<file path="src/rtl/uudecode_line_stream_assert.svh">
// Assertion macros shared by the uudecode line stream modules.
`ifndef UUDECODE_LINE_STREAM_ASSERT_SVH
`define UUDECODE_LINE_STREAM_ASSERT_SVH

`ifndef SYNTHESIS
// Check prop on every clock edge outside reset.
`define ULS_ASSERT(lbl, clk, rst_n, prop) \
  lbl: assert property (@(posedge clk) disable iff (!rst_n) (prop)) \
    else $error("uudecode line stream assertion failed");
// Check that cons holds in the cycle after ante.
`define ULS_ASSERT_NEXT(lbl, clk, rst_n, ante, cons) \
  lbl: assert property (@(posedge clk) disable iff (!rst_n) (ante) |=> (cons)) \
    else $error("uudecode line stream assertion failed");
`else
`define ULS_ASSERT(lbl, clk, rst_n, prop)
`define ULS_ASSERT_NEXT(lbl, clk, rst_n, ante, cons)
`endif

`endif

</file>
<file path="src/rtl/uls_pkg.sv">
package uls_pkg;

  localparam logic [7:0] CharSpace     = 8'h20;
  localparam logic [7:0] CharBackquote = 8'h60;
  localparam logic [7:0] CharTilde     = 8'h7e;

  // Entries in the character queue between front and back.
  localparam int unsigned QueueDepth = 2;

  typedef enum logic [1:0] {
    RC_DATA  = 2'd0,
    RC_END   = 2'd1,
    RC_SHORT = 2'd2
  } result_code_e;

  // Position within a line: count character, then the four characters of a group.
  typedef enum logic [2:0] {
    PH_COUNT = 3'd0,
    PH_G1    = 3'd1,
    PH_G2    = 3'd2,
    PH_G3    = 3'd3,
    PH_G4    = 3'd4
  } phase_e;

  typedef struct packed {
    logic [5:0] sextet;
    logic       line_end;
  } char_t;

  // Head of the character queue as seen by the back end.
  typedef struct packed {
    logic  valid;
    char_t chr;
  } chr_req_t;

  function automatic logic [5:0] to_sextet(input logic [7:0] symbol);
    logic [7:0] c;
    c = symbol;
    if (c == CharBackquote || c == CharTilde) begin
      c = CharSpace;
    end
    return 6'(c - CharSpace);
  endfunction

endpackage

</file>
<file path="src/rtl/uls_front.sv">
`include "uudecode_line_stream_assert.svh"

module uls_front (
  input  logic               clk_i,
  input  logic               rst_ni,
  input  logic               in_valid_i,
  output logic               in_ready_o,
  input  logic [7:0]         symbol_i,
  input  logic               line_end_i,
  output uls_pkg::chr_req_t  head_o,
  input  logic               pop_i
);

  uls_pkg::char_t mem_q [uls_pkg::QueueDepth];
  logic [1:0]     count_q, count_d;
  logic           wr_q, rd_q;
  logic           push;

  assign in_ready_o = (count_q != 2'(uls_pkg::QueueDepth));
  assign push       = in_valid_i && in_ready_o;

  // Map to a sextet on the way in; the back end only sees six-bit values.
  always_ff @(posedge clk_i) begin
    if (push) begin
      mem_q[wr_q] <= '{sextet: uls_pkg::to_sextet(symbol_i), line_end: line_end_i};
    end
  end

  always_comb begin
    count_d = count_q;
    if (push && !pop_i) begin
      count_d = count_q + 2'd1;
    end else if (!push && pop_i) begin
      count_d = count_q - 2'd1;
    end
  end

  always_ff @(posedge clk_i or negedge rst_ni) begin
    if (!rst_ni) begin
      count_q <= '0;
      wr_q    <= 1'b0;
      rd_q    <= 1'b0;
    end else begin
      count_q <= count_d;
      if (push) begin
        wr_q <= ~wr_q;
      end
      if (pop_i) begin
        rd_q <= ~rd_q;
      end
    end
  end

  assign head_o.valid = (count_q != 2'd0);
  assign head_o.chr   = mem_q[rd_q];

  `ULS_ASSERT(a_no_pop_empty, clk_i, rst_ni, !(pop_i && count_q == 2'd0))
  `ULS_ASSERT(a_count_bound, clk_i, rst_ni, count_q <= 2'(uls_pkg::QueueDepth))

endmodule

</file>
<file path="src/rtl/uls_back.sv">
`include "uudecode_line_stream_assert.svh"

module uls_back (
  input  logic              clk_i,
  input  logic              rst_ni,
  input  uls_pkg::chr_req_t head_i,
  output logic              pop_o,
  output logic              out_valid_o,
  input  logic              out_ready_i,
  output logic [7:0]        data_byte_o,
  output logic [1:0]        result_code_o
);

  uls_pkg::phase_e       phase_q, phase_d;
  logic [5:0]            rem_q, rem_d;
  logic [5:0]            prev_q, prev_d;
  logic                  out_valid_q, out_valid_d;
  logic [7:0]            byte_q, byte_d;
  uls_pkg::result_code_e code_q, code_d;

  logic [5:0]            s;
  logic                  last;
  logic                  have_res;
  logic                  have_byte;
  logic [7:0]            res_byte;
  uls_pkg::result_code_e res_code;
  logic [5:0]            rem_n;

  assign s     = head_i.chr.sextet;
  assign last  = head_i.chr.line_end;
  assign pop_o = head_i.valid && (!out_valid_q || out_ready_i);

  always_comb begin
    phase_d   = phase_q;
    rem_d     = rem_q;
    prev_d    = prev_q;
    have_res  = 1'b0;
    have_byte = 1'b0;
    res_byte  = '0;
    res_code  = uls_pkg::RC_DATA;
    rem_n     = rem_q;

    case (phase_q)
      uls_pkg::PH_G1: begin
        phase_d = uls_pkg::PH_G2;
      end
      uls_pkg::PH_G2: begin
        res_byte  = {prev_q, s[5:4]};
        have_byte = 1'b1;
        phase_d   = uls_pkg::PH_G3;
      end
      uls_pkg::PH_G3: begin
        res_byte  = {prev_q[3:0], s[5:2]};
        have_byte = 1'b1;
        phase_d   = uls_pkg::PH_G4;
      end
      uls_pkg::PH_G4: begin
        res_byte  = {prev_q[1:0], s};
        have_byte = 1'b1;
        phase_d   = uls_pkg::PH_G1;
      end
      default: begin
        // Count character.
        rem_d   = s;
        phase_d = uls_pkg::PH_G1;
        if (last) begin
          have_res = 1'b1;
          res_code = (s == 6'd0) ? uls_pkg::RC_END : uls_pkg::RC_SHORT;
          phase_d  = uls_pkg::PH_COUNT;
          rem_d    = '0;
          prev_d   = '0;
        end
      end
    endcase

    if (phase_q inside {uls_pkg::PH_G1, uls_pkg::PH_G2, uls_pkg::PH_G3, uls_pkg::PH_G4}) begin
      prev_d = s;
      // Drop bytes beyond the line's count.
      if (have_byte && rem_q != 6'd0) begin
        rem_n = rem_q - 6'd1;
      end else begin
        have_byte = 1'b0;
      end
      rem_d    = rem_n;
      have_res = have_byte;
      if (last) begin
        phase_d = uls_pkg::PH_COUNT;
        rem_d   = '0;
        prev_d  = '0;
        if (rem_n != 6'd0) begin
          have_res = 1'b1;
          res_code = uls_pkg::RC_SHORT;
          res_byte = '0;
        end
      end
    end
  end

  always_comb begin
    out_valid_d = out_valid_q;
    byte_d      = byte_q;
    code_d      = code_q;
    if (pop_o) begin
      out_valid_d = have_res;
      byte_d      = res_byte;
      code_d      = res_code;
    end else if (out_ready_i) begin
      out_valid_d = 1'b0;
    end
  end

  always_ff @(posedge clk_i or negedge rst_ni) begin
    if (!rst_ni) begin
      phase_q     <= uls_pkg::PH_COUNT;
      rem_q       <= '0;
      prev_q      <= '0;
      out_valid_q <= 1'b0;
    end else begin
      out_valid_q <= out_valid_d;
      if (pop_o) begin
        phase_q <= phase_d;
        rem_q   <= rem_d;
        prev_q  <= prev_d;
      end
    end
  end

  always_ff @(posedge clk_i) begin
    byte_q <= byte_d;
    code_q <= code_d;
  end

  assign out_valid_o   = out_valid_q;
  assign data_byte_o   = byte_q;
  assign result_code_o = code_q;

  `ULS_ASSERT_NEXT(a_line_end_restart, clk_i, rst_ni, pop_o && last,
                   phase_q == uls_pkg::PH_COUNT && rem_q == 6'd0)
  `ULS_ASSERT(a_count_phase_clear, clk_i, rst_ni,
              phase_q != uls_pkg::PH_COUNT || rem_q == 6'd0)
  `ULS_ASSERT(a_no_pop_when_blocked, clk_i, rst_ni,
              !(pop_o && out_valid_q && !out_ready_i))

endmodule

</file>
<file path="src/rtl/uudecode_line_stream.sv">
// Channel   Direction  Handshake                Payload
// input     in         in_valid_i / in_ready_o  symbol_i[7:0], line_end_i
// output    out        out_valid_o / out_ready_i data_byte_o[7:0], result_code_o[1:0]
//
// One character per cycle sustained while the output is not stalled; each character
// is held in the character queue, and its result is then held in the output register.
// The two-entry queue lies between front and back; the back end
// decodes one character per cycle whenever its output register is free or drained.
// rst_ni clears the queue, the line state and the output valid at once.
// A stalled output holds the back end; the queue then fills and drops in_ready_o.

module uudecode_line_stream (
  input  logic       clk_i,
  input  logic       rst_ni,
  input  logic       in_valid_i,
  output logic       in_ready_o,
  input  logic [7:0] symbol_i,
  input  logic       line_end_i,
  output logic       out_valid_o,
  input  logic       out_ready_i,
  output logic [7:0] data_byte_o,
  output logic [1:0] result_code_o
);

  // Head of the character queue and the back end's pop.
  uls_pkg::chr_req_t head;
  logic              pop;

  // Front: map each character to its sextet and hold it in the queue.
  uls_front u_front (
    .clk_i      (clk_i),
    .rst_ni     (rst_ni),
    .in_valid_i (in_valid_i),
    .in_ready_o (in_ready_o),
    .symbol_i   (symbol_i),
    .line_end_i (line_end_i),
    .head_o     (head),
    .pop_i      (pop)
  );

  // Back: track line position and count, assemble bytes, report end and short lines.
  uls_back u_back (
    .clk_i         (clk_i),
    .rst_ni        (rst_ni),
    .head_i        (head),
    .pop_o         (pop),
    .out_valid_o   (out_valid_o),
    .out_ready_i   (out_ready_i),
    .data_byte_o   (data_byte_o),
    .result_code_o (result_code_o)
  );

endmodule
</file>
<file path="config.mk">
export PLATFORM = sky130hd
export DESIGN_NAME = uudecode_line_stream
export DESIGN_NICKNAME = d
export VERILOG_FILES = /design/src/rtl/uls_pkg.sv /design/src/rtl/uls_front.sv /design/src/rtl/uls_back.sv /design/src/rtl/uudecode_line_stream.sv
export VERILOG_INCLUDE_DIRS = /design/src /design/src/rtl
export SDC_FILE = /design/constraint.sdc
export NUM_CORES = 1
export LEC_CHECK = 0
export ABC_AREA = 1
export BUFFER_PORTS_ARGS = -buffer_cell sky130_fd_sc_hd__buf_4
export CAP_MARGIN = 20
export CORE_ASPECT_RATIO = 0.5
export CORE_MARGIN = 2
export CORE_UTILIZATION = 50
export CTS_BUF_LIST = sky130_fd_sc_hd__clkbuf_4 sky130_fd_sc_hd__clkbuf_8 sky130_fd_sc_hd__clkbuf_16
export CTS_CLUSTER_DIAMETER = 50
export DETAILED_ROUTE_END_ITERATION = 10
export PLACE_DENSITY_LB_ADDON = 0.3
export SYNTH_ARGS = -nofsm -noshare
export SYNTH_HDL_FRONTEND = slang
export SYNTH_SLANG_ARGS = --single-unit
</file>
<file path="constraint.sdc">
create_clock -name clk_i -period 3.3 [get_ports clk_i]
set_input_delay 0.33 -clock clk_i [delete_from_list [all_inputs] [get_ports clk_i]]
set_output_delay 0.33 -clock clk_i [all_outputs]
set_load 0.05 [all_outputs]
</file>
# After elaboration in Yosys (flattened, before gate mapping)
# Memories as Yosys holds them, arrays and structs flattened.
# Cells that the tools add are included.
# totals
out_inout_bits	12
n_memories	1
inputBits	13
ram_bits	14
regBits	30
# mem_list
name	words	width	rd	rd_ports_with_merged_regs	wr	line_no	source
u_front.mem_q	2	7	1	0	1	uls_front.sv:14	uls_pkg::char_t mem_q [uls_pkg::QueueDepth];
# op_classes
n_eq_ne	8
bitwise_logic	2
n_mux	38
reduce_logical	22
addsub	4
# ops
operator	count
6-bit two-way mux	11
8-bit two-way mux	3
8-bit one-hot mux with 3 select lines	1
8-bit by 7-bit == test with 1-bit output (second input constant)	2
2-bit two-way mux	8
1-bit two-way mux	12
3-bit one-hot mux with 4 select lines	1
6-bit nonzero test	2
2-bit nonzero test	4
3-bit by 2-bit == test with 1-bit output (second input constant)	2
6-bit logical NOT	1
3-bit two-way mux	2
6-bit by 1-bit subtractor with 6-bit output (second input constant)	1
6-bit subtractor (second input constant)	1
1-bit logical AND	5
4-bit nonzero test	1
4-bit OR reduction	1
3-bit by 1-bit == test with 1-bit output (second input constant)	1
3-bit == test (second input constant)	1
1-bit logical NOT	3
3-bit AND reduction	1
3-bit OR reduction	1
2-bit by 1-bit adder with 2-bit output (second input constant)	1
1-bit logical OR	2
other kinds (5)	6

# Depth between registers and ports, before layout
# logic_depth
ltp_word	11
mapped_depth	13
mapped_depth_nobuf	13

# Cells and area by module
# Synthesis repeated with hierarchy kept, for this count alone.
# hier_totals
hier_cells	255
area_unflattened_um2	2302.2
# by_module_without_submodules
module	area_each_um2	cells_each	instances
uls_back	1482.7	181	1
uls_front	819.5	74	1

# Worst setup path after synthesis
# OpenSTA, ideal clock, no wires.
# synth_path
kind	register to register
start	reg u_back.out_valid_q (netlist: u_back.out_valid_o)
end	reg u_front.count_q[1]
setup_ns	0.121
required_time_ns	3.179
arrival_time_ns	2.518
path_buffers	1
path_stages_with_launch	10
path_slack_ns	0.661
cell_sequence	dfrtp_1 inv_1 nor2_1 a21oi_1 inv_1 clkbuf_1 ha_1 nor2_1 nand2_1 xor2_1
# synth_via
elab_chain_len	6
elab_cells_between_ends	8
classes_between	mux: 1; reduce/logical: 7
# synth_rtl
item	line_no	source
start: declaration	uls_back.sv:17	logic out_valid_q, out_valid_d;
start signal: assignment	uls_back.sv:119	out_valid_q <= out_valid_d;
1-bit logical NOT *	uls_back.sv:31	assign pop_o = head_i.valid && (!out_valid_q || out_ready_i);
1-bit logical OR *	uls_back.sv:31	
1-bit logical AND *	uls_back.sv:31	
named net pop	uudecode_line_stream.sv:27	logic pop;
1-bit logical NOT	uls_front.sv:31	if (push && !pop_i) begin
1-bit logical AND	uls_front.sv:31	
2-bit two-way mux or 2-bit nonzero test (tied branches)	n/a	
end signal: assignment	uls_front.sv:44	count_q <= count_d;
end: declaration	uls_front.sv:15	logic [1:0] count_q, count_d;
# The timed path passes the listed nets; every way through them passes the cells marked *.
# A chain may end at the register's enable or synchronous reset.

# Worst setup path after layout
# layout_path
start	reg u_back.rem_q[0]
end	reg u_back.byte_q[2] (netlist: u_back.data_byte_o[2]) (data pin)
# layout_via
elab_chain_len	8
elab_cells_between_ends	9
classes_between	add/sub: 1; mux: 5; reduce/logical: 3
# layout_rtl
item	line_no	source
start: declaration	uls_back.sv:15	logic [5:0] rem_q, rem_d;
start signal: assignment	uls_back.sv:122	rem_q <= rem_d;
branches (longest 2 deep; another with 6-bit by 1-bit subtractor with 6-bit output)	n/a	
6-bit two-way mux *	uls_back.sv:79	if (have_byte && rem_q != 6'd0) begin
6-bit two-way mux *	uls_back.sv:76	if (phase_q inside {uls_pkg::PH_G1, uls_pkg::PH_G2, uls_pkg::PH_G3, uls_pkg::PH_G4}) begin
6-bit nonzero test *	uls_back.sv:90	if (rem_n != 6'd0) begin
8-bit two-way mux *	uls_back.sv:90	
8-bit two-way mux *	uls_back.sv:86	if (last) begin
8-bit two-way mux *	uls_back.sv:76	
named net u_back.res_byte[2]	uls_back.sv:25	logic [7:0] res_byte;
end signal: assignment	uls_back.sv:129	byte_q <= byte_d;
end: declaration	uls_back.sv:18	logic [7:0] byte_q, byte_d;
# Mark *: on every way through the listed nets, which the timed path passes. The select of a mux whose other input is x is not followed.

==> metrics.csv <==
metric;value;unit
rsz0062_at_grt;false;
layout_commonest_cell;nand2_1;
syn-instance-count;249;
ant_nets;0;
cts_made_buffers;5;
place_congestion;0.9772;
wl;4672;µm
grt_antenna_before_repair;0;
cp.required;3.35;ns
cts_tree;done;
grt_max_degree;21;
post-cts-setup-buffers;0;
leakage;1.193;nW
drt-pass1-iter-count;6;
finalSetupViolCount;0;
p_per_area;1039;nW/µm²
fin_crit_sh;0.6167;
drt-vias-per-instance;5.436;
drt_iter0_drc;255;
setup_tns;0;ns
run_status;completed;
fin_ws;1.265;ns
fmax;491.4;MHz
cts.clk_slew.worst_paths;0.08;ns
synth_seq_cells;44;
final_cell_mix;45 x nand2_1, 36 x inv_1, 29 x nor2_1, 25 x buf_4, 24 x edfxtp_1;
area_growth;16.34;%
dp.cells;328;
grt_pass1_wl;7665;µm
hold_viol_final;0;
synth_fp_nets;265;
grtUsageTotal;0.1979;
place_hpwl;3380;µm
ir_drop;0.4392;mV
end_kind;flop;
worstMarginPinSlew;0.6607;ns
post_drt_wl_per_cell;13.86;µm
fin_crit;2.035;ns
instances_no_fill;337;
ioPinCount;25;
ys_seq_area_frac;0.5462;
cts_max_level;2;
drc_errors;0;
start_kind;flop;
utilization;0.5995;
cts.repair.resized;0;
core;4339;µm²
rows;17;
grt_pass1_vias;1708;
cts_hold_buf;1;
cts_sinks;44;
slew-limit-headroom;0.5579;
layout-drive-gt1-share;0.1750;
diodes;0;
vias;1832;
grt_overflow;0;
hold_class;in2reg;
cp_max_fo;9;
avgSynthCellArea;8.979;µm²
timing.hold.ws;0.2247;ns
nNetsFinal;295;
report.final.slew_viol_count;0;
finalPower;2.702;mW
critPathKind;reg2reg;
die_x;98.57;µm
pre_cts_slack;1.295;ns
final_area;2601;µm²
clock-root-buffer;clkbuf_8;
post_dp_cell_area;2480;µm²
portBuffers;24;
finClkSkew;0.007815;ns
netlist-cell-type-count;28;
drv_cap;0;
fp.dieH;51.29;µm
dieArea;5055;µm²
yosys_warnings;0;
clk_latency;0.30;ns
synth_area;2236;µm²
arrival;2.09;ns
start_util;0.5153;
clk_path_buf_depth;2;
synth_stat cells:
cell type | count | area (µm²)
nor4_1 | 1 | 6.260
nand3_1 | 13 | 65.06
nand3b_1 | 1 | 7.510
a22oi_1 | 6 | 45.04
inv_1 | 36 | 135.1
or2_1 | 1 | 6.260
o21ai_0 | 11 | 55.05
nand2_2 | 3 | 18.77
o21ai_1 | 2 | 10.01
inv_2 | 3 | 11.26
nand3_4 | 2 | 35.03
nand3_2 | 1 | 10.01
a21oi_1 | 17 | 85.08
nor3_1 | 1 | 5.000
xor2_1 | 3 | 26.28
nor2_2 | 2 | 12.51
dfrtp_1 | 20 | 500.5
clkbuf_1 | 2 | 7.510
edfxtp_1 | 24 | 720.7
nand2_1 | 45 | 168.9
buf_4 | 1 | 7.510
o22ai_1 | 13 | 81.33
nor2_1 | 29 | 108.9
xnor2_1 | 1 | 8.760
nand4_1 | 3 | 18.77
ha_1 | 3 | 37.54
or2_2 | 3 | 18.77
nand2_4 | 2 | 22.52
metal layers:
metal | global-route usage | vias to the layer above | wire, µm
met3 | 0.05062 | 12 | 357
met2 | 0.3186 | 91 | 2062
met1 | 0.2597 | 835 | 2156
met4 | 0.08219 | 0 | 95
met5 | 0 | - | 0
li1 | - | 894 | -
worst max-delay path: stages (launching register included):
cell,delay (ns)
dfrtp_1,0.38
inv_1,0.17
ha_1,0.18
nand3_1,0.29
nand2_4,0.21
nand2_1,0.06
nand2_1,0.09
nor2_1,0.06
nand3_1,0.09
nand2_2,0.08
nand2_4,0.11
nor2_1,0.06
logic make-up after synthesis:
logic type | Yosys count | share of synthesized area
AOI/OAI and AO/OA | 49 | 0.1237
xor gates and xnor gates | 4 | 0.01567
adders and majority gates | 3 | 0.01679
buffers and inverters | 42 | 0.07219
DFF | 44 | 0.5462
and+or+nand+nor | 107 | 0.2255
power by group:
part           internal, mW  switching (mW)  leakage (nW)
Combinational         0.407           0.969         0.647
Clock                 0.233           0.178        0.0586
Sequential            0.803           0.112         0.487
area by class of cell:
class / instances / area [µm²]
fillers: 370 / 1738
flip-flops and latches: 44 / 1221
multi-input cells: 163 / 853.3
repair buffers: 26 / 197.7
inverters: 39 / 146.4
clock buffers: 6 / 76.32
well taps: 57 / 71.32
clock inverters: 2 / 35.03
path summary, 6_finish.rpt:
check / startpoint / endpoint / slack, ns / cells past startpoint
worst min register to register: u_front.count_q[0] / u_front.count_q[0] / 0.51 / 1
worst min-delay path: line_end_i / u_front.mem_q[1][0] / 0.22 / 1
max in group asynchronous: rst_ni / u_back.out_valid_o / 2.64 / 2
worst max register to register: u_back.rem_q[0] / u_back.data_byte_o[2] / 1.26 / 11
min in group asynchronous: rst_ni / u_front.rd_q / 0.45 / 2
worst max-delay path: u_back.rem_q[0] / u_back.data_byte_o[2] / 1.26 / 11
state kept, by name, summed over array words and instances (netlist names), 2 cells and up:
signal	cells
u_back.prev_q	6
u_back.rem_q	6
u_back.data_byte_o	8
u_back.phase_q	3
u_back.result_code_o	2
u_front.mem_q	14
u_front.count_q	2
No activity file was read; power rests on OpenSTA's default activity.
